==> src/hw/rtl/htw_pkg.sv <==
`timescale 1ns / 1ps

package htw_pkg;

    localparam int WHEEL_SLOTS = 64;
    localparam int MAX_TIMERS  = 32;
    localparam int SLOT_W      = $clog2(WHEEL_SLOTS);
    localparam int IDX_W       = (MAX_TIMERS > 1) ? $clog2(MAX_TIMERS) : 1;
    localparam int CNT_W       = $clog2(MAX_TIMERS + 1);
    localparam int CLIENT_W    = 16;
    localparam int DELAY_W     = 32;
    localparam int TICKS_W     = DELAY_W - 1;
    localparam int ROT_W       = TICKS_W - SLOT_W;
    localparam int DIV_CNT_W   = $clog2(TICKS_W);
    localparam int INTERVAL_W  = 16;
    localparam int CMDQ_DEPTH  = 2;
    localparam int CMDQ_PTR_W  = $clog2(CMDQ_DEPTH);

    typedef enum logic [1:0] {
        ACT_ADD,
        ACT_ADJUST,
        ACT_DELETE,
        ACT_TICK
    } t_action;

    typedef enum logic [2:0] {
        ST_EXPIRED,
        ST_DONE,
        ST_FULL,
        ST_IGNORED,
        ST_NOT_FOUND
    } t_status;

    typedef struct packed {
        t_action              action;
        logic [CLIENT_W-1:0]  client;
        logic                 ignore;
        logic [TICKS_W-1:0]   ticks;
    } t_cmd;

    typedef enum logic [1:0] {
        F_IDLE,
        F_DIV,
        F_PUSH
    } t_front_state;

    typedef enum logic [2:0] {
        B_IDLE,
        B_START,
        B_SCAN,
        B_SCAN_END,
        B_TICK,
        B_EMIT
    } t_back_state;

endpackage

==> src/hw/rtl/htw_back.sv <==
`timescale 1ns / 1ps

module htw_back import htw_pkg::*; (
    input  logic                i_clk,
    input  logic                i_rst_n,
    output logic                o_q_pop,
    input  logic                i_q_empty,
    input  t_cmd                i_q_data,
    input  logic                i_pop,
    output logic                o_empty,
    output logic [2:0]          o_status,
    output logic [CLIENT_W-1:0] o_expired_client,
    output logic                o_last
);

    // Timer table.
    logic                r_valid  [MAX_TIMERS];
    logic [CLIENT_W-1:0] r_client [MAX_TIMERS];
    logic [SLOT_W-1:0]   r_slot   [MAX_TIMERS];
    logic [ROT_W-1:0]    r_rot    [MAX_TIMERS];
    logic [IDX_W-1:0]    r_stamp  [MAX_TIMERS];
    logic                r_pend   [MAX_TIMERS];

    t_back_state         r_state, n_state;
    t_cmd                r_cmd, n_cmd;
    logic [SLOT_W-1:0]   r_cur_slot, n_cur_slot;
    logic [CNT_W-1:0]    r_count, n_count;
    logic [IDX_W-1:0]    r_idx, n_idx, r_best, n_best;
    logic [SLOT_W+IDX_W-1:0] r_best_key, n_best_key;
    logic                r_found, n_found, r_any, n_any;
    logic [CNT_W-1:0]    r_rank, n_rank;
    t_status             r_emit, n_emit;
    logic                r_out_valid, n_out_valid;
    t_status             r_out_status, n_out_status;
    logic [CLIENT_W-1:0] r_out_client, n_out_client;
    logic                r_out_last, n_out_last;

    logic                w_ins_en, w_new_en, w_rem_en, w_dec_en, w_pend_load, w_pend_clr;
    logic [IDX_W-1:0]    w_free_idx, w_hit_idx, w_rem_idx;
    logic [IDX_W-1:0]    w_rem_stamp;
    logic                w_hit_any, w_out_free;
    logic [SLOT_W-1:0]   w_new_slot;
    logic [ROT_W-1:0]    w_new_rot;
    logic [SLOT_W+IDX_W-1:0] w_key;

    assign w_new_slot = r_cur_slot + r_cmd.ticks[SLOT_W-1:0];
    assign w_new_rot  = r_cmd.ticks[TICKS_W-1:SLOT_W];
    assign w_key      = {r_slot[r_idx], r_stamp[r_idx]};
    assign w_out_free = !r_out_valid || i_pop;

    assign o_empty          = !r_out_valid;
    assign o_status         = r_out_status;
    assign o_expired_client = r_out_client;
    assign o_last           = r_out_last;

    always_comb begin
        w_free_idx = '0;
        w_hit_idx  = '0;
        w_hit_any  = 1'b0;
        for (int j = MAX_TIMERS - 1; j >= 0; j--) begin
            if (!r_valid[j]) begin
                w_free_idx = IDX_W'(j);
            end
            if (r_valid[j] && (r_slot[j] == r_cur_slot) &&
                (r_stamp[j] == r_rank[IDX_W-1:0])) begin
                w_hit_idx = IDX_W'(j);
                w_hit_any = 1'b1;
            end
        end
    end

    always_comb begin
        n_state      = r_state;
        n_cmd        = r_cmd;
        n_cur_slot   = r_cur_slot;
        n_count      = r_count;
        n_idx        = r_idx;
        n_best       = r_best;
        n_best_key   = r_best_key;
        n_found      = r_found;
        n_any        = r_any;
        n_rank       = r_rank;
        n_emit       = r_emit;
        n_out_valid  = r_out_valid && !i_pop;
        n_out_status = r_out_status;
        n_out_client = r_out_client;
        n_out_last   = r_out_last;
        o_q_pop      = 1'b0;
        w_ins_en     = 1'b0;
        w_new_en     = 1'b0;
        w_rem_en     = 1'b0;
        w_dec_en     = 1'b0;
        w_pend_load  = 1'b0;
        w_pend_clr   = 1'b0;
        w_rem_idx    = r_best;
        w_rem_stamp  = r_best_key[IDX_W-1:0];
        case (r_state)
            B_IDLE: begin
                if (!i_q_empty) begin
                    o_q_pop     = 1'b1;
                    w_pend_load = 1'b1;
                    n_cmd       = i_q_data;
                    n_idx       = '0;
                    n_found     = 1'b0;
                    n_any       = 1'b0;
                    n_rank      = '0;
                    n_state     = B_START;
                end
            end
            B_START: begin
                if (r_cmd.ignore) begin
                    n_emit  = ST_IGNORED;
                    n_state = B_EMIT;
                end else begin
                    case (r_cmd.action)
                        ACT_ADD: begin
                            if (r_count == CNT_W'(MAX_TIMERS)) begin
                                n_emit = ST_FULL;
                            end else begin
                                w_ins_en = 1'b1;
                                n_count  = r_count + 1'b1;
                                n_emit   = ST_DONE;
                            end
                            n_state = B_EMIT;
                        end
                        ACT_TICK: begin
                            n_state = B_TICK;
                        end
                        default: begin
                            n_state = B_SCAN;
                        end
                    endcase
                end
            end
            B_SCAN: begin
                if (r_pend[r_idx] && (!r_found || (w_key < r_best_key))) begin
                    n_best     = r_idx;
                    n_best_key = w_key;
                    n_found    = 1'b1;
                end
                if (r_idx == IDX_W'(MAX_TIMERS - 1)) begin
                    n_state = B_SCAN_END;
                end else begin
                    n_idx = r_idx + 1'b1;
                end
            end
            B_SCAN_END: begin
                if (!r_found) begin
                    n_emit  = r_any ? ST_DONE : ST_NOT_FOUND;
                    n_state = B_EMIT;
                end else if (r_cmd.action == ACT_DELETE) begin
                    w_rem_en = 1'b1;
                    n_count  = r_count - 1'b1;
                    n_emit   = ST_DONE;
                    n_state  = B_EMIT;
                end else begin
                    w_new_en   = 1'b1;
                    w_pend_clr = 1'b1;
                    n_any      = 1'b1;
                    n_idx      = '0;
                    n_found    = 1'b0;
                    n_state    = B_SCAN;
                end
            end
            B_TICK: begin
                if (r_rank >= r_count) begin
                    n_cur_slot = r_cur_slot + 1'b1;
                    n_emit     = ST_DONE;
                    n_state    = B_EMIT;
                end else if (!w_hit_any) begin
                    n_rank = r_rank + 1'b1;
                end else if (r_rot[w_hit_idx] != '0) begin
                    w_dec_en = 1'b1;
                    n_rank   = r_rank + 1'b1;
                end else if (w_out_free) begin
                    n_out_valid  = 1'b1;
                    n_out_status = ST_EXPIRED;
                    n_out_client = r_client[w_hit_idx];
                    n_out_last   = 1'b0;
                    w_rem_en     = 1'b1;
                    w_rem_idx    = w_hit_idx;
                    w_rem_stamp  = r_rank[IDX_W-1:0];
                    n_count      = r_count - 1'b1;
                end
            end
            B_EMIT: begin
                if (w_out_free) begin
                    n_out_valid  = 1'b1;
                    n_out_status = r_emit;
                    n_out_client = r_cmd.client;
                    n_out_last   = 1'b1;
                    n_state      = B_IDLE;
                end
            end
            default: begin
                n_state = B_IDLE;
            end
        endcase
    end

    always_ff @(posedge i_clk) begin
        if (!i_rst_n) begin
            r_state     <= B_IDLE;
            r_cur_slot  <= '0;
            r_count     <= '0;
            r_out_valid <= 1'b0;
            for (int j = 0; j < MAX_TIMERS; j++) begin
                r_valid[j] <= 1'b0;
            end
        end else begin
            r_state     <= n_state;
            r_cur_slot  <= n_cur_slot;
            r_count     <= n_count;
            r_out_valid <= n_out_valid;
            for (int j = 0; j < MAX_TIMERS; j++) begin
                if (w_ins_en && (IDX_W'(j) == w_free_idx)) begin
                    r_valid[j] <= 1'b1;
                end else if (w_rem_en && (IDX_W'(j) == w_rem_idx)) begin
                    r_valid[j] <= 1'b0;
                end
            end
        end
    end

    // Every live stamp is a recency rank; inserts, moves and removals keep them dense.
    always_ff @(posedge i_clk) begin
        for (int j = 0; j < MAX_TIMERS; j++) begin
            if (w_ins_en) begin
                if (IDX_W'(j) == w_free_idx) begin
                    r_stamp[j]  <= '0;
                    r_client[j] <= r_cmd.client;
                    r_slot[j]   <= w_new_slot;
                    r_rot[j]    <= w_new_rot;
                end else if (r_valid[j]) begin
                    r_stamp[j] <= r_stamp[j] + 1'b1;
                end
            end
            if (w_new_en) begin
                if (IDX_W'(j) == r_best) begin
                    r_stamp[j] <= '0;
                    r_slot[j]  <= w_new_slot;
                    r_rot[j]   <= w_new_rot;
                end else if (r_valid[j] && (r_stamp[j] < r_best_key[IDX_W-1:0])) begin
                    r_stamp[j] <= r_stamp[j] + 1'b1;
                end
            end
            if (w_rem_en && r_valid[j] && (r_stamp[j] > w_rem_stamp)) begin
                r_stamp[j] <= r_stamp[j] - 1'b1;
            end
            if (w_dec_en && (IDX_W'(j) == w_hit_idx)) begin
                r_rot[j] <= r_rot[j] - 1'b1;
            end
            if (w_pend_load) begin
                r_pend[j] <= r_valid[j] && (r_client[j] == i_q_data.client);
            end else if (w_pend_clr && (IDX_W'(j) == r_best)) begin
                r_pend[j] <= 1'b0;
            end
        end
        r_cmd        <= n_cmd;
        r_idx        <= n_idx;
        r_best       <= n_best;
        r_best_key   <= n_best_key;
        r_found      <= n_found;
        r_any        <= n_any;
        r_rank       <= n_rank;
        r_emit       <= n_emit;
        r_out_status <= n_out_status;
        r_out_client <= n_out_client;
        r_out_last   <= n_out_last;
    end

endmodule

==> config.mk <==
export PLATFORM = sky130hd
export DESIGN_NAME = htw_back
export DESIGN_NICKNAME = d
export VERILOG_FILES = /design/src/hw/rtl/htw_pkg.sv /design/src/hw/rtl/htw_back.sv
export SDC_FILE = /design/constraint.sdc
export NUM_CORES = 2
export LEC_CHECK = 0
export ABC_AREA = 1
export BUFFER_PORTS_ARGS = -buffer_cell sky130_fd_sc_hd__buf_2
export CORE_MARGIN = 2
export CORE_UTILIZATION = 33
export CTS_CLUSTER_DIAMETER = 80
export DETAILED_ROUTE_END_ITERATION = 6
export PLACE_DENSITY = 0.5
export SYNTH_ARGS = -nofsm -noshare
export SYNTH_HDL_FRONTEND = slang
export SYNTH_SLANG_ARGS = --single-unit
==> constraint.sdc <==
create_clock -name i_clk -period 9.4 [get_ports i_clk]
set_input_delay 0.47 -clock i_clk [delete_from_list [all_inputs] [get_ports i_clk]]
set_output_delay 0.47 -clock i_clk [all_outputs]
set_load 0.01 [all_outputs]
# Word level (Yosys, flattened, before mapping)
# Memory sizes are Yosys's and may differ from the RTL's. A register that Yosys moved wholly into a read port is not among the register bits.
# Cells that the tools add are included.
op_classes:
  n_addsub: 102
  order_cmp: 66
  n_eq_ne: 248
  mux: 1692
  bitwise: 321
  n_reduce_logical: 443
op_table:
  columns: ["cell", "n"]
  rows:
  - ["two-way mux 25 bit", 95]
  - ["two-way mux 5 bit", 302]
  - ["two-way mux 1 bit", 1152]
  - ["subtractor 25 x 1 -> 25 bit, second input constant", 32]
  - ["OR reduction 25 bit", 31]
  - ["two-way mux 16 bit", 36]
  - ["== test 16 bit", 32]
  - ["OR reduction 16 bit", 31]
  - ["two-way mux 6 bit", 76]
  - ["logical AND 1 bit", 322]
  - ["== test 5 bit, first input constant", 64]
  - ["bitwise OR 1 bit", 320]
  - ["== test 6 bit", 32]
  - ["OR reduction 6 bit", 31]
  - ["adder 5 x 1 -> 5 bit, second input constant", 33]
  - ["== test 4 x 5 -> 1 bit, first input constant", 32]
  - ["== test 5 bit", 32]
  - ["greater-than comparator 5 bit", 32]
  - ["less-than comparator 5 bit", 32]
  - ["subtractor 5 x 1 -> 5 bit, second input constant", 32]
  - ["== test 3 x 5 -> 1 bit, first input constant", 16]
  - ["two-way mux 3 bit", 17]
  - ["== test 2 x 5 -> 1 bit, first input constant", 8]
  - ["!= test 2 bit, second input constant", 16]
  - ["other kinds (38)", 66]
totals:
  register_bits: 118
  mem_bits_rw: 1728
  input_bits: 54
  output_inout_bits: 22
  elab_cells: 2896
  mem_count: 6
memory_table:
  columns: ["name", "depth", "word_bits", "rd", "rd_clocked_by_memory_dff", "wr", "line_no", "rtl"]
  rows:
  - ["r_rot", 32, 25, 33, 0, 1, "htw_back.sv:20", "logic [ROT_W-1:0] r_rot [MAX_TIMERS];"]
  - ["r_client", 32, 16, 33, 0, 1, "htw_back.sv:18", "logic [CLIENT_W-1:0] r_client [MAX_TIMERS];"]
  - ["r_slot", 32, 6, 33, 1, 1, "htw_back.sv:19", "logic [SLOT_W-1:0] r_slot [MAX_TIMERS];"]
  - ["r_stamp", 32, 5, 33, 1, 32, "htw_back.sv:21", "logic [IDX_W-1:0] r_stamp [MAX_TIMERS];"]
  - ["r_pend", 32, 1, 1, 1, 32, "htw_back.sv:22", "logic r_pend [MAX_TIMERS];"]
  - ["r_valid", 32, 1, 32, 0, 32, "htw_back.sv:17", "logic r_valid [MAX_TIMERS];"]

# Logic depth before layout (Yosys ltp)
# An unclocked memory read counts as a cell.
logic_depth:
  depth_word: 78
  mapped_depth: 70
  mapped_depth_nobuf: 67

# Least setup slack after synthesis
# OpenSTA, ideal clock, no wires.
synth_path:
  path_type: "flip-flop to flip-flop"
  from: "register r_cur_slot[0]"
  to: "memory r_stamp[24][1] (netlist bit) (data pin)"
  setup_ps: 253
  arrival_time_ps: 7084
  required_ps: 9147
  path_slack_ps: 2063
  path_stages_with_launch: 55
  path_buffers: 5
  synth_period_minus_slack_ps: 7337
  path_cell_list: "dfxtp_1 > buf_4 > inv_2 > buf_6 > buf_4 > a221oi_1 > nand4_1 > nand2_1 > nand2_1 > nand2_1 > nand2_1 > nand2_1 > nand2_1 > nand2_1 > nand2_1 > nand2_1 > nand2_1 > nand2_1 > [... 19 more ...] > nand2_1 > nor2_1 > nand2_1 > nand2_1 > nand3_1 > nor2_1 > nor2_2 > nor2_4 > nand3_4 > clkbuf_1 > o21ai_0 > ha_1 > a211oi_1 > nand2_1 > nand2_1 > inv_1 > o21ai_1 > inv_1"
synth_lines:
  columns: ["element", "line_no", "rtl"]
  rows:
  - ["start, declared", "htw_back.sv:26", "logic [SLOT_W-1:0] r_cur_slot, n_cur_slot;"]
  - ["start signal, assigned", "htw_back.sv:212", "r_cur_slot <= n_cur_slot;"]
  - ["end, declared", "htw_back.sv:21", null]

==> metrics.md <==
| Metric | Value |
|---|---|
| Vias in the first global route | around 100k |
| Outcome | completed |
| Placed cell area | between 100000 and 150000 µm² |
| Setup violations, final | 0 |
| RePlAce Congestion | 0.945 |
| Max cap viols | 0 |
| Largest net degree at the start of global routing | 113 |
| Worst hold path class | input port to flop |
| Min Tclk post-route | 8940 ps |
| Max-slew headroom | just under 6% |
| Design area | around 130000 µm² |
| Port Buffers | 75 |
| Async SR Flop Fraction | 0% |
| Post-synth EDFFs | about 1800 |
| Die width | slightly above 600 µm |
| Post-synth top area cell | edfxtp_1 |
| Ports | 76 |
| Initial core utilization | between 30% and 40% |
| Core box area | 362000 µm² |
| Top post-synthesis cells by area | edfxtp_1, nand2_1, nor2_1 |
| Final worst-path cycle share | between 90% and 100% |
| Max Clk Rate | ~0.11 GHz |
| Final hold vios | 0 |
| Area of the die | approximately 370000 µm² |
| Arrival @ worst endpoint | approximately 9500 ps |
| Avg WL per Cell | 26.7 µm |
| Worst vdd ir | 0.151 mV |
| CTS tree | built |
| Commonest non-fill, non-tap cell in the layout | nand2_1 |
| CP endpoint kind | flop |
| Vias/cell | 5.66 |
| Total track usage | a little over a quarter |
| Antenna viol nets, final | 0 |
| Mapped cell area | about 120000 µm² |
| Vias after detailed routing | approximately 110k |
| Mapped Avg Cell Area | around 8.5 µm² |
| P_leak | a little over 50 nW |
| Yosys warnings | 0 |
| CP Class | flop to flop |
| Cts bufs inserted | around 220 |
| Slowest CP cell | buf_4 |
| DRC Markers | 0 |
| Final std cells w/o fill | approximately 19000 |
| Yosys reg bits | 1851 |
| H-tree Lvls | 4 |
| Drt initial violations | roughly 14000 |
| Post-DP HPWL | between 300000 and 400000 µm |
| Mapped Cells | between 10000 and 15000 |
| Cell Rows | between 200 and 250 |
| Total power | between 20 and 25 mW |
| Post-Place Cells | around 19000 |
| CP Max Fanout | 47 |
| Yosys top cell area share | ~46% |
| Sequential-to-total area share from yosys stat | 46.1% |
| Clock Tree Root | clkbuf_16 |
| Slew of the pin with the lowest slew margin | 1410 ps |
| Clock Latency Late Sink | 980 ps |
| Max Slew Vio Count | 0 |
| Overall die height | between 600 and 700 µm |
| WP data required | around 10000 ps |
| Reg2reg setup slack | roughly 460 ps |
| Clock Skew | between 100 and 150 ps |
| Yosys cell types | 75 |
| Pwr per Cell Area | between 150 and 200 nW/µm² |
| Crit start category | flop |
| Area growth syn-to-layout | 11.9% |
| Final nets | 14700 |
| Syn_nets | 14600 |
| Critical Path Most Common Cell | nand2_1 |
| CTS sink cnt | 1851 |
| CTS max path bufs | 4 |
| First-pass GRT wire length | 722000 µm |
| Synth Flop Type | edfxtp_1 |
| Filler instances | roughly 37000 |
| Share of cells above drive strength 1 | between 7 and 8% |
| WL final | between 500000 and 600000 µm |
| Post-layout util | 37.1% |
| Largest stage delay on the critical path | 600 ps |
| DP Worst Slack | between 90 and 100 ps |
| GRT overflow | 0 |
| Worst-path clk slew | about 60 ps |
| Most frequent cells in the layout | nand2_1, edfxtp_1, nor2_1 |
| Initial antenna violation count | 40 |
| Router iterations before antenna repair | 7 |
| Setup ws final | about 460 ps |
[layer usage]
layer	GRT usage, %	wire [µm]
met1	36.3	214000
met2	40.5	219000
met3	5.48	51800
met5	0	125
met4	11.5	25800
[critical path, delay by kind of cell, from the launching register on]
kind / cells / cell delay, ps
AOI/OAI and AO/OA: 5 / 1310
adders and majority gates: 1 / 360
and+or+nand+nor: 45 / 4860
DFF: 1 / 330
buffers and inverters: 5 / 1620
[layout make-up]
cell class	count	area [µm²]	area share (%)
multi-input combinational	9978	55900	41.6
sequential	1851	55400	41.2
inverter	1641	6220	4.63
tap	4794	6000	4.46
clock buffer	266	5700	4.24
timing repair buffer	489	3820	2.84
clock inverter	134	1300	0.966
antenna	10	25.0	0.0186
[cells by family (layout without fill, tap and decap cells)]
| kind of cell | after synthesis | count (layout) | synth area share, % |
|---|---|---|---|
| xor+xnor | 897 | 897 | 6.54 |
| flops | 1851 | 1851 | 46.1 |
| other cells | 0 | 10 | 0 |
| simple gates | 5776 | 5776 | 21.2 |
| fa+ha+maj | 417 | 417 | 4.36 |
| buf+inv | 2315 | 2530 | 7.61 |
| compound gates | 2873 | 2873 | 14.1 |
| mux | 15 | 15 | 0.129 |
[repair_timing]
item,4_1_cts,5_1_grt
endpoints found under the setup margin,0,309
hold buffers,36,0
resized for setup,0,24
setup buffers,0,2
endpoints found under the hold margin,37,0
[stage by stage]
step	hold slack, ps	TNS (ps)
2_1_floorplan	426	0
3_3_place_gp	468	0
3_5_place_dp	460	0
4_1_cts	58.7	0
5_1_grt	86.7	-42.1
6_report	109	0
[Yosys cell counts, drive strengths merged, types with 24 or more instances]
| library cell | count |
|---|---|
| a21boi | 31 |
| o22ai | 281 |
| o31ai | 30 |
| o21a | 48 |
| a21oi | 867 |
| or2 | 119 |
| edfxtp | 1828 |
| o21ai | 1054 |
| a211oi | 56 |
| buf | 284 |
| nor4 | 203 |
| ha | 415 |
| xnor2 | 273 |
| nand3 | 720 |
| a221oi | 114 |
| a31oi | 26 |
| xor2 | 624 |
| o2111ai | 131 |
| nor3 | 373 |
| nand4 | 295 |
| a2111oi | 29 |
| o221ai | 37 |
| a221o | 24 |
| inv | 1631 |
| nand3b | 35 |
| nor2 | 1730 |
| nor3b | 73 |
| nand2 | 2188 |
| o211ai | 77 |
| clkbuf | 390 |
[flip-flops by register name, summed over array words and instances (netlist names), 3 cells and up, named ones only]
name,flops
r_cmd,50
r_count,6
r_slot,192
r_best_key,11
r_state,3
r_valid,32
r_idx,5
r_rank,6
r_cur_slot,6
o_status,3
o_expired_client,16
r_emit,3
r_client,512
r_stamp,160
r_best,5
r_rot,800
r_pend,32
[path summary, 6_finish.rpt]
kind	start	to	depth (start not counted)
max reg2reg	r_cur_slot[1]	r_stamp[2][1]	56
min	i_q_data[45]	r_cmd[45]	2
min reg2reg	r_idx[3]	r_best[3]	0
max	r_cur_slot[1]	r_stamp[2][1]	56
[power breakdown]
part / switching (mW) / internal, mW / leakage, nW
Clock: 3.80 / 4.95 / 3.43
Sequential: 0.266 / 9.80 / 16.7
Combinational: 4.28 / 1.34 / 31.7
No activity file was read; power rests on OpenSTA's default activity.
