$ cat config.mk
export PLATFORM = sky130hd
export DESIGN_NAME = htw_cmd_fifo
export DESIGN_NICKNAME = d
export VERILOG_FILES = /design/src/hw/rtl/htw_pkg.sv /design/src/hw/rtl/htw_cmd_fifo.sv
export SDC_FILE = /design/constraint.sdc
export NUM_CORES = 1
export LEC_CHECK = 0
export ABC_AREA = 1
export CORE_MARGIN = 2
export CORE_UTILIZATION = 40
export DETAILED_ROUTE_END_ITERATION = 8
export DONT_BUFFER_PORTS = 1
export SLEW_MARGIN = 15
export SYNTH_ARGS = -nofsm -noshare
export SYNTH_HDL_FRONTEND = slang
export SYNTH_SLANG_ARGS = --single-unit
$ cat constraint.sdc
create_clock -name i_clk -period 3.3 [get_ports i_clk]
set_input_delay 0.33 -clock i_clk [delete_from_list [all_inputs] [get_ports i_clk]]
set_output_delay 0.33 -clock i_clk [all_outputs]
set_load 0.005 [all_outputs]
$ cat src/hw/rtl/htw_pkg.sv
`timescale 1ns / 1ps

package htw_pkg;

    localparam int WHEEL_SLOTS = 64;
    localparam int MAX_TIMERS  = 32;
    localparam int SLOT_W      = $clog2(WHEEL_SLOTS);
    localparam int IDX_W       = (MAX_TIMERS > 1) ? $clog2(MAX_TIMERS) : 1;
    localparam int CNT_W       = $clog2(MAX_TIMERS + 1);
    localparam int CLIENT_W    = 16;
    localparam int DELAY_W     = 32;
    localparam int TICKS_W     = DELAY_W - 1;
    localparam int ROT_W       = TICKS_W - SLOT_W;
    localparam int DIV_CNT_W   = $clog2(TICKS_W);
    localparam int INTERVAL_W  = 16;
    localparam int CMDQ_DEPTH  = 2;
    localparam int CMDQ_PTR_W  = $clog2(CMDQ_DEPTH);

    typedef enum logic [1:0] {
        ACT_ADD,
        ACT_ADJUST,
        ACT_DELETE,
        ACT_TICK
    } t_action;

    typedef enum logic [2:0] {
        ST_EXPIRED,
        ST_DONE,
        ST_FULL,
        ST_IGNORED,
        ST_NOT_FOUND
    } t_status;

    typedef struct packed {
        t_action              action;
        logic [CLIENT_W-1:0]  client;
        logic                 ignore;
        logic [TICKS_W-1:0]   ticks;
    } t_cmd;

    typedef enum logic [1:0] {
        F_IDLE,
        F_DIV,
        F_PUSH
    } t_front_state;

    typedef enum logic [2:0] {
        B_IDLE,
        B_START,
        B_SCAN,
        B_SCAN_END,
        B_TICK,
        B_EMIT
    } t_back_state;

endpackage

$ cat src/hw/rtl/htw_cmd_fifo.sv
`timescale 1ns / 1ps

module htw_cmd_fifo import htw_pkg::*; (
    input  logic i_clk,
    input  logic i_rst_n,
    input  logic i_push,
    output logic o_full,
    input  t_cmd i_data,
    input  logic i_pop,
    output logic o_empty,
    output t_cmd o_data
);

    t_cmd                r_mem [CMDQ_DEPTH];
    logic [CMDQ_PTR_W-1:0] r_wptr, r_rptr;
    logic [CMDQ_PTR_W:0]   r_count;
    logic                  w_wr, w_rd;

    assign o_full  = (r_count == (CMDQ_PTR_W + 1)'(CMDQ_DEPTH));
    assign o_empty = (r_count == '0);
    assign w_wr    = i_push && !o_full;
    assign w_rd    = i_pop && !o_empty;
    assign o_data  = r_mem[r_rptr];

    always_ff @(posedge i_clk) begin
        if (!i_rst_n) begin
            r_wptr  <= '0;
            r_rptr  <= '0;
            r_count <= '0;
        end else begin
            if (w_wr) begin
                r_wptr <= r_wptr + 1'b1;
            end
            if (w_rd) begin
                r_rptr <= r_rptr + 1'b1;
            end
            if (w_wr && !w_rd) begin
                r_count <= r_count + 1'b1;
            end else if (w_rd && !w_wr) begin
                r_count <= r_count - 1'b1;
            end
        end
    end

    always_ff @(posedge i_clk) begin
        if (w_wr) begin
            r_mem[r_wptr] <= i_data;
        end
    end

endmodule

---- After elaboration in Yosys (flattened, before gate mapping) ----
Memories as Yosys holds them, arrays and structs flattened. A register that Yosys moved wholly into a read port is not among the register bits.
Cells that the tools add are included.
storage, ports and cells
  memories ................................ 1
  bits in registers ....................... 4
  input port bits ......................... 54
  output and inout port bits .............. 52
  bits in writable memories ............... 100
operators by class
  multiplexer cells ....................... 6
  $add $sub $neg .......................... 4
  eq/ne operators ......................... 1
  reductions and logical operators ........ 10
memory list
  memory  words  bits a word  rd ports  clocked after Yosys merged registers in  write ports  line                text
  r_mem   2      50           1         1                                        1            htw_cmd_fifo.sv:14  t_cmd r_mem [CMDQ_DEPTH];
operators by type and width
  operator                                          count
  logical AND 1 bit                                 4
  zero test 1 bit                                   4
  two-way mux 1 bit                                 4
  two-way mux 2 bit                                 2
  adder 1 bit, second input constant                2
  adder 2 x 1 -> 2 bit, second input constant       1
  equality test 2 bit, second input constant        1
  zero test 2 bit                                   1
  nonzero test 2 bit                                1
  subtractor 2 x 1 -> 2 bit, second input constant  1

---- Depth between registers and ports, before layout ----
Gate-level depths: netlist (run 1).
  depth in word-level cells ............... 7
  gate-level depth with buffers ........... 10
  gate-level depth less buffers ........... 10

---- Least setup slack after synthesis (run 1) ----
Ideal clock, no wire load.
  path type ............................... flip-flop to flip-flop
  start point ............................. reg r_count[0]
  end point ............................... mem r_mem[0][0] in the netlist's numbering, enable pin
  slack ................................... 266 ps
  setup time .............................. 458 ps
  clock period less this slack ............ 3034 ps
  data arrival time ....................... 2576 ps
  stages on the path, launching flop included .. 3
  path through ............................ dfxtp_1 -> o21ai_2 -> nor2_1
on the way
  word-level cells in the longest chain between the ends .. 5
RTL lines
  what                                     line                text
  from (decl)                              htw_cmd_fifo.sv:16  logic [CMDQ_PTR_W:0] r_count;
  from (signal assigned)                   htw_cmd_fifo.sv:38  r_count <= r_count + 1'b1;
  from (signal assigned)                   htw_cmd_fifo.sv:40  r_count <= r_count - 1'b1;
  equality test 2 bit                      htw_cmd_fifo.sv:19  assign o_full = (r_count == (CMDQ_PTR_W + 1)'(CMDQ_DEPTH));
  zero test 1 bit                          htw_cmd_fifo.sv:21  assign w_wr = i_push && !o_full;
  logical AND 1 bit                        htw_cmd_fifo.sv:21
  two-way mux 1 bit                        htw_cmd_fifo.sv:46  if (w_wr) begin
  two-way mux 1 bit (not written as such)  htw_cmd_fifo.sv:47  r_mem[r_wptr] <= i_data;
  to (decl)                                htw_cmd_fifo.sv:14
Every way passes these cells.

==> results_dict.tcl, run 1 <==
set metrics [dict create \
    synth_area_leaders "edfxtp_1, mux2_4, buf_12" \
    maxCapViolations 0 \
    setup_tns_ps 0 \
    rsz0062_at_grt "false" \
    synth_top_area_share_pct 73.1 \
    fp-row-count 37 \
    cellPowerDensity_nw_per_um2 736 \
    rr_worst_depth 9 \
    dp_cells 328 \
    hold_buffers 0 \
    synthFlopType "edfxtp_1" \
    hold_viol 0 \
    period_needed_ps 2070 \
    layout.nets 258 \
    crit_chain "mux2_4" \
    grt_overflow_total 0 \
    clock-sinks 105 \
    async_reset_ff_share_pct 0 \
    grt.total_usage_pct 11.1 \
    clock-root-buffer "clkbuf_8" \
    cts_buffers 9 \
    syn_avg_cell_area_um2 21.2 \
    slowest_delay_ps 1000 \
    ys_ff_latch 105 \
    die_w_um 105 \
    vias 1644 \
    worst-path-stages 1 \
    ctsResizeCount 0 \
    slew_headroom_pct 36.3 \
    clock_power_share_pct 25.2 \
    n_fill_cell 886 \
    cp-start-kind "register" \
    die_y_um 105 \
    drt-vias-per-instance 4.78 \
    seqPwrFrac_pct 56.3 \
    netlist_instances 194 \
    cts_buffer_depth 2 \
    setup_viol 0 \
    drtPass1Iterations 4 \
    drive_gt1_share_pct 34.1 \
    crit_family "flip-flops" \
    cp_slowest_cell "dfxtp_4" \
    synth_common_cells "edfxtp_1, mux2_4, nor2_1" \
    crit_type "reg -> out" \
    p_sw_share_pct 24.8 \
    grt_max_degree 51 \
    r2r-start "r_count[1]" \
    syn-cell-area_um2 4110 \
    internal_power_mw 2.45 \
    design.die.area_um2 11100 \
    drtAntennaViolNets 0 \
    power.switching_mw 0.809 \
    ys_seq_area_share_pct 75.5 \
    antenna_found_initial 0 \
    clock_latency_ps 350 \
    drc 0 \
    fin_worst_skew_ps 11.4 \
    status "completed" \
    cts_tree "done" \
    ios 106 \
    h-tree-depth 3 \
    tightestPinTransition_ps 956 \
    cts_setup_buffers 0 \
    cp.required_ps 2970 \
    reg2reg_slack_ps 1700 \
    dr.first_iter.drc_count 69 \
    cp.arrival_ps 1740 \
    setup.worst_path.end "o_data[46]" \
    path_buf_inv 0 \
    fin_cells 344 \
    synthMostInstantiatedCell "edfxtp_1" \
    clock.fmax_mhz 483 \
    hp-class "in -> reg" \
    min_period_over_period_pct 62.7 \
    area_growth_pct 7.76 \
    place_congestion 0.678 \
    yosys_warnings 0 \
    yosysUniqueCellTypes 14 \
    yosys.area.top_type "edfxtp_1" \
    core_um2 10100 \
    crit_path_end_kind "output port" \
    ir_worst_vdd_v 0.000258 \
    grt_pass1_wl_mm 9.06 \
    dp_hpwl_mm 3.87 \
    combPwrFrac_pct 18.6 \
    synth-edff-count 100 \
    cts.clk_slew.worst_paths_ps 100 \
    portBuffers 0 \
    start_util_pct 40.5 \
    slew_violations 0 \
    worst-path-max-fanout 50 \
    wl_per_cell_um 17.6 \
    antenna-diode-count 0 \
    rr_endpoint "r_count[1]" \
    grt_pass1_vias 1719 \
    drt_wl_total_mm 6.05 \
    syn_nets 249 \
    leakage_nw 1.55 \
]
==> power groups by stage <==
stage	Combinational [mW]	Clock [mW]	Sequential (mW)
final	0.605	0.820	1.83
after global routing	0.658	0.909	1.86
after CTS	0.620	0.858	1.84
after detailed placement	0.618	0	1.87
after global placement	0.610	0	1.86
after floorplan	0.650	0	1.77
==> cells in the final DEF, fill, tap and decap left out <==
cell type / count
buf_4: 4
o21ai_2: 1
edfxtp_1: 100
clkinv_4: 1
clkbuf_8: 9
clkinvlp_4: 1
mux2_4: 50
o21ai_0: 2
ha_1: 1
a21oi_1: 1
nor2_1: 9
nand2_1: 6
clkbuf_1: 2
nand3_1: 1
nor2_4: 2
dfxtp_1: 4
nand4_1: 1
clkinv_1: 1
bufinv_16: 2
dfxtp_4: 1
inv_1: 9
==> per-layer routing <==
layer  wire [um]  vias up  track usage [%]
met5           0        -                0
met3         697        6             6.49
li1            -      747                -
met1        2200      828             11.7
met4          74        0             5.43
met2        3080       63             17.6
==> worst min-delay path by stage <==
stage                          start           end  cells after the start
after floorplan            i_data[0]   r_mem[0][0]                      0
after global placement    i_data[15]  r_mem[0][15]                      0
after detailed placement   i_data[3]   r_mem[0][3]                      0
after CTS                 i_data[38]  r_mem[1][38]                      0
after global routing      i_data[10]  r_mem[0][10]                      0
final                     i_data[41]  r_mem[1][41]                      0
==> sequential cells by signal (all words and copies together), names as in the netlist, named ones only <==
name / cells
r_mem: 100
r_count: 2
r_rptr: 1
r_wptr: 1
==> through the flow <==
stage	hold WS [ps]	worst slack [ps]	util, %	area (um^2)	power (mW)
finish	64.1	1230	43.7	4430	3.26
global route	30.0	1110	43.7	4430	3.43
CTS	42.1	1160	43.7	4430	3.32
detailed placement	429	1570	41.6	4220	2.49
global placement	429	1600	41.6	4220	2.47
floorplan	429	266	-	4110	2.42
==> cell type report <==
cell class	instances	area (um^2)	share of cell area, %
Clock buffer	11	131	2.97
Clock inverter	5	80.1	1.81
Tap cell	136	170	3.84
Inverter	9	33.8	0.763
Timing Repair Buffer	4	30.0	0.678
Sequential cell	105	3110	70.1
Multi-Input combinational cell	74	877	19.8
==> logic make-up (layout without fill, tap and decap cells) <==
logic type,Yosys count,after routing,synth area share (%)
flip-flops,105,105,75.5
multiplexers,50,50,18.3
AND/OR/NAND/NOR,19,19,1.83
AO/OA/AOI/OAI,4,4,0.578
buffers and inverters,15,29,3.53
adder cells (fa/ha/maj),1,1,0.304
Power figures use the tool's default switching activity.
==> run 2: changes to the inputs <==
- clock period: 3.3 -> 1.9 ns (I/O delays scaled with it)
==> run 2 against run 1 <==
  * Largest cell class unchanged
  * Clock power rose by 80%
  * Clock skew decreased by 1.5 ps
  * Die area unchanged
  * Core utilization is 5.6 points higher
  * Sequential power rose by 68%
  * Setup slack got worse by 1000 ps
  * Worst hold slack better by 89 ps
  * Final cell count is 16% higher
  * Global-route usage is 0.41 points higher
  * Non-clock buffer count up 54
  * Power up 80%
  * Via count grew 12%
==> results_dict.tcl, run 2 (synthesized netlist as in run 1, its figures left out) <==
set metrics [dict create \
    antenna-diode-count 0 \
    start_util_pct 40.5 \
    dp_hpwl_mm 3.99 \
    cts.clk_slew.worst_paths_ps 80 \
    clock-sinks 105 \
    min_period_over_period_pct 89.8 \
    ios 106 \
    antenna_found_initial 1 \
    drt-vias-per-instance 4.63 \
    grt_max_degree 27 \
    crit_type "reg -> out" \
    grt_pass1_wl_mm 9.52 \
    leakage_nw 1.79 \
    cellPowerDensity_nw_per_um2 1170 \
    final_cell_mix "edfxtp_1, dlygate4sd3_1, mux2_4" \
    design.die.area_um2 11100 \
    core_um2 10100 \
    drive_gt1_share_pct 29.4 \
    cts_buffers 9 \
    grt_pass1_vias 1924 \
    max_flop_register "r_mem" \
    setup_tns_ps 0 \
    h-tree-depth 3 \
    fin_worst_skew_ps 9.90 \
    cts_buffer_depth 2 \
    drt_wl_total_mm 6.22 \
    grt_overflow_total 0 \
    top_regs "r_mem (100), r_count (2)" \
    die_w_um 105 \
    layout.nets 312 \
    drtPass1Iterations 4 \
    area_growth_pct 21.6 \
    drtAntennaViolNets 0 \
    ir_worst_vdd_v 0.000495 \
    cp.required_ps 1710 \
    fp-row-count 37 \
    rsz0062_at_grt "false" \
    dp_cells 331 \
    final_common_cell "edfxtp_1" \
    hp-class "in -> reg" \
    setup_viol 0 \
    clock_latency_ps 360 \
    r2r-start "r_count[1]" \
    n_fill_cell 835 \
    dr.first_iter.drc_count 87 \
    setup_ws_ps 195 \
    die_y_um 105 \
    cp-start-kind "register" \
    clock-root-buffer "clkbuf_8" \
    grt.total_usage_pct 11.5 \
    period_needed_ps 1710 \
    cts_tree "done" \
    cts_setup_buffers 0 \
    tightestPinTransition_ps 368 \
    cp.arrival_ps 1520 \
    clock.fmax_mhz 586 \
    drc 0 \
    hold_viol 0 \
    portBuffers 0 \
    hold_start "i_pop" \
    fin_cells 398 \
    slew_violations 0 \
    crit_path_end_kind "output port" \
    slew_headroom_pct 75.5 \
    vias 1843 \
    place_congestion 0.641 \
    status "completed" \
    worst-path-max-fanout 16 \
    dp_slack_ps 335 \
    wl_per_cell_um 15.6 \
    largest_reg_flops 100 \
    maxCapViolations 0 \
]
## run 2: cell types whose count changed in the layout (fill, tap and decap cells not counted), sizes merged
cell / change
dlygate4sd3: +51
inv: +3
clkbuf: -2
clkinv: -1
buf: +3
## run 2: cell type report
type / count / area (um^2) / share of cell area [%]
flip-flops and latches: 105 / 3110 / 62.2
multi-input cells: 74 / 877 / 17.5
repair buffers: 58 / 588 / 11.8
well taps: 136 / 170 / 3.40
clock buffers: 9 / 124 / 2.48
clock inverters: 7 / 98.8 / 1.98
inverters: 9 / 33.8 / 0.676
## run 2: power by group
| part | internal [mW] | switching [mW] |
|---|---|---|
| combinational | 0.694 | 0.621 |
| clock | 0.753 | 0.731 |
| sequential | 2.92 | 0.144 |
| total | 4.37 | 1.50 |
## run 2: worst paths after layout
kind	end	slack (ps)	cells after the start
setup / recovery	o_data[19]	190	2
hold / removal	register	150	4
hold reg to reg	r_rptr	510	2
setup reg to reg	r_count[1]	300	9
## run 2: metrics by stage
step                util (%)  area [um^2]  hold WS [ps]  total power [mW]
global route            49.3         5000           172              6.16
CTS                     49.3         5000           121              5.97
global placement        42.1         4270           289              4.35
detailed placement      42.1         4270           289              4.38
floorplan                  -         4120           289              4.19
finish                  49.3         5000           153              5.87
## run 2: timing repair
item	CTS	global route
hold buffers	51	0
resized for setup	0	0
endpoints found under the hold margin	105	0
## run 2: metal layers
layer | share of wire [%] | track usage [%] | up-vias
met4 | 1.7 | 4.86 | 2
li1 | - | - | 859
met3 | 7.0 | 5.01 | 12
met5 | 0.21 | 0 | -
met2 | 52 | 20.2 | 65
met1 | 39 | 11.9 | 905
## run 2: critical path, stage by stage (launching register included)
cell and delay, ps:
dfxtp_4 570, buf_4 260, mux2_4 330
==> run 3: changes to the inputs <==
==> constraint.sdc (replaced) <==
create_clock -name i_clk -period 2.2 [get_ports i_clk]
set_input_delay 0.22 -clock i_clk [delete_from_list [all_inputs] [get_ports i_clk]]
set_output_delay 0.22 -clock i_clk [all_outputs]
set_load 0.1 [all_outputs]
==> run 3 against run 2 <==
  * Clock power fell by 24%
  * Core utilization fell by 0.099 points
  * Critical path depth did not move
  * Routed wire length rose by 0.63%
  * Critical path type unchanged
  * Largest cell class unchanged
==> results_dict.tcl, run 3 (synthesized netlist as in run 1, its figures left out) <==
set metrics [dict create \
    status "completed" \
    drt-vias-per-instance 4.57 \
    drive_gt1_share_pct 29.4 \
    clock-root-buffer "clkbuf_8" \
    final_common_cell "edfxtp_1" \
    grt_pass1_wl_mm 9.49 \
    worst-path-max-fanout 18 \
    hold_start "i_pop" \
    area_growth_pct 21.4 \
    fin_worst_skew_ps 8.94 \
    cts_tree "done" \
    largest_reg_flops 100 \
    grt_pass1_vias 1885 \
    layout.nets 313 \
    cts_setup_buffers 0 \
    die_w_um 105 \
    place_congestion 0.630 \
    cp_slowest_cell "mux2_4" \
    dp_cells 332 \
    p_sw_share_pct 46.9 \
    clock.fmax_mhz 560 \
    crit_path_end_kind "output port" \
    setup_viol 0 \
    drt_wl_total_mm 6.26 \
    top_regs "r_mem (100), r_count (2)" \
    crit_type "reg -> out" \
    grt_overflow_total 0 \
    clock_power_share_pct 15.9 \
    ios 106 \
    drc 0 \
    dp_hpwl_mm 4.01 \
    antenna_found_initial 1 \
    internal_power_mw 3.72 \
    cp.arrival_ps 1570 \
    ctsResizeCount 0 \
    wl_per_cell_um 15.7 \
    drtAntennaViolNets 0 \
    period_needed_ps 1790 \
    grt_max_degree 37 \
    min_period_over_period_pct 81.2 \
    vias 1824 \
    hold_buffers 51 \
    ir_worst_vdd_v 0.000710 \
    design.die.area_um2 11100 \
    die_y_um 105 \
    hp-class "in -> reg" \
    final_cell_mix "edfxtp_1, dlygate4sd3_1, mux2_4, inv_1, clkbuf_8" \
    power.switching_mw 3.29 \
    crit_chain "buf_4 -> mux2_4" \
    tightestPinTransition_ps 495 \
    cellPowerDensity_nw_per_um2 1410 \
    hold_viol 0 \
    dr.first_iter.drc_count 86 \
    clock_latency_ps 350 \
    maxCapViolations 0 \
    combPwrFrac_pct 46.8 \
    clock-sinks 105 \
    portBuffers 0 \
    max_flop_register "r_mem" \
    slew_violations 0 \
    fp-row-count 37 \
    power_mw 7.02 \
    seqPwrFrac_pct 37.3 \
    start_util_pct 40.5 \
    cp-start-kind "register" \
    cts.clk_slew.worst_paths_ps 80 \
    slowest_delay_ps 480 \
    drtPass1Iterations 4 \
    rsz0062_at_grt "false" \
    cts_buffers 9 \
    leakage_nw 1.78 \
    r2r-start "r_count[1]" \
    grt.total_usage_pct 11.6 \
    cp.required_ps 1980 \
    fin_cells 399 \
    cts_buffer_depth 2 \
    core_um2 10100 \
    slew_headroom_pct 66.9 \
    h-tree-depth 3 \
]
## run 3: cell count changes in the layout (fill, tap and decap cells not counted), moves of 2 or more
cell,change
nor2_2,+2
nor2_1,-2
inv_6,-2
clkbuf_1,+2
## run 3: power groups by stage
stage,combinational (mW),clock [mW],sequential [mW]
6_report,3.28,1.12,2.62
5_1_grt,3.38,1.23,2.65
4_1_cts,3.32,1.17,2.62
3_5_place_dp,3.23,0,2.67
3_3_place_gp,3.22,0,2.66
2_1_floorplan,3.06,0,2.65
## run 3: critical path: cells and delay by family, from the launching register on
kind	cells	cell delay, ps
muxes	1	480
buffers and inverters	1	340
DFF	1	390
## run 3: path summary, 6_finish.rpt
path	cells after the start	endpoint	slack (ps)
setup / recovery	2	o_data[11]	410
hold / removal	4	register	200
setup reg to reg	8	r_count[1]	610
hold reg to reg	2	register	510
## run 3: stage by stage
| step | util, % | setup TNS, ps | setup WS (ps) | area [um^2] | hold slack [ps] |
|---|---|---|---|---|---|
| floorplan | - | -83940 | -834 | 4110 | 319 |
| CTS | 49.2 | 0 | 376 | 4990 | 161 |
| global placement | 42.3 | 0 | 658 | 4290 | 319 |
| detailed placement | 42.3 | 0 | 623 | 4290 | 319 |
| global route | 49.2 | 0 | 342 | 4990 | 198 |
| finish | 49.2 | 0 | 414 | 4990 | 195 |
## run 3: per-layer routing
metal	vias up	wire, um	track usage (%)	share of wire, %
met1	896	2440	12.8	39
met3	6	473	5.44	7.6
met2	62	3260	19.5	52
li1	860	-	-	-
met4	0	82	4.00	1.3
met5	-	0	0	0
## run 3: area by class of cell
class                           instances  area (um^2)
Fill cell                             833         5150
Sequential cell                       105         3110
Multi-Input combinational cell         74          882
Timing Repair Buffer                   59          608
Tap cell                              136          170
Clock buffer                           11          131
Clock inverter                          4         53.8
Inverter                                9         33.8
Antenna cell                            1         2.50
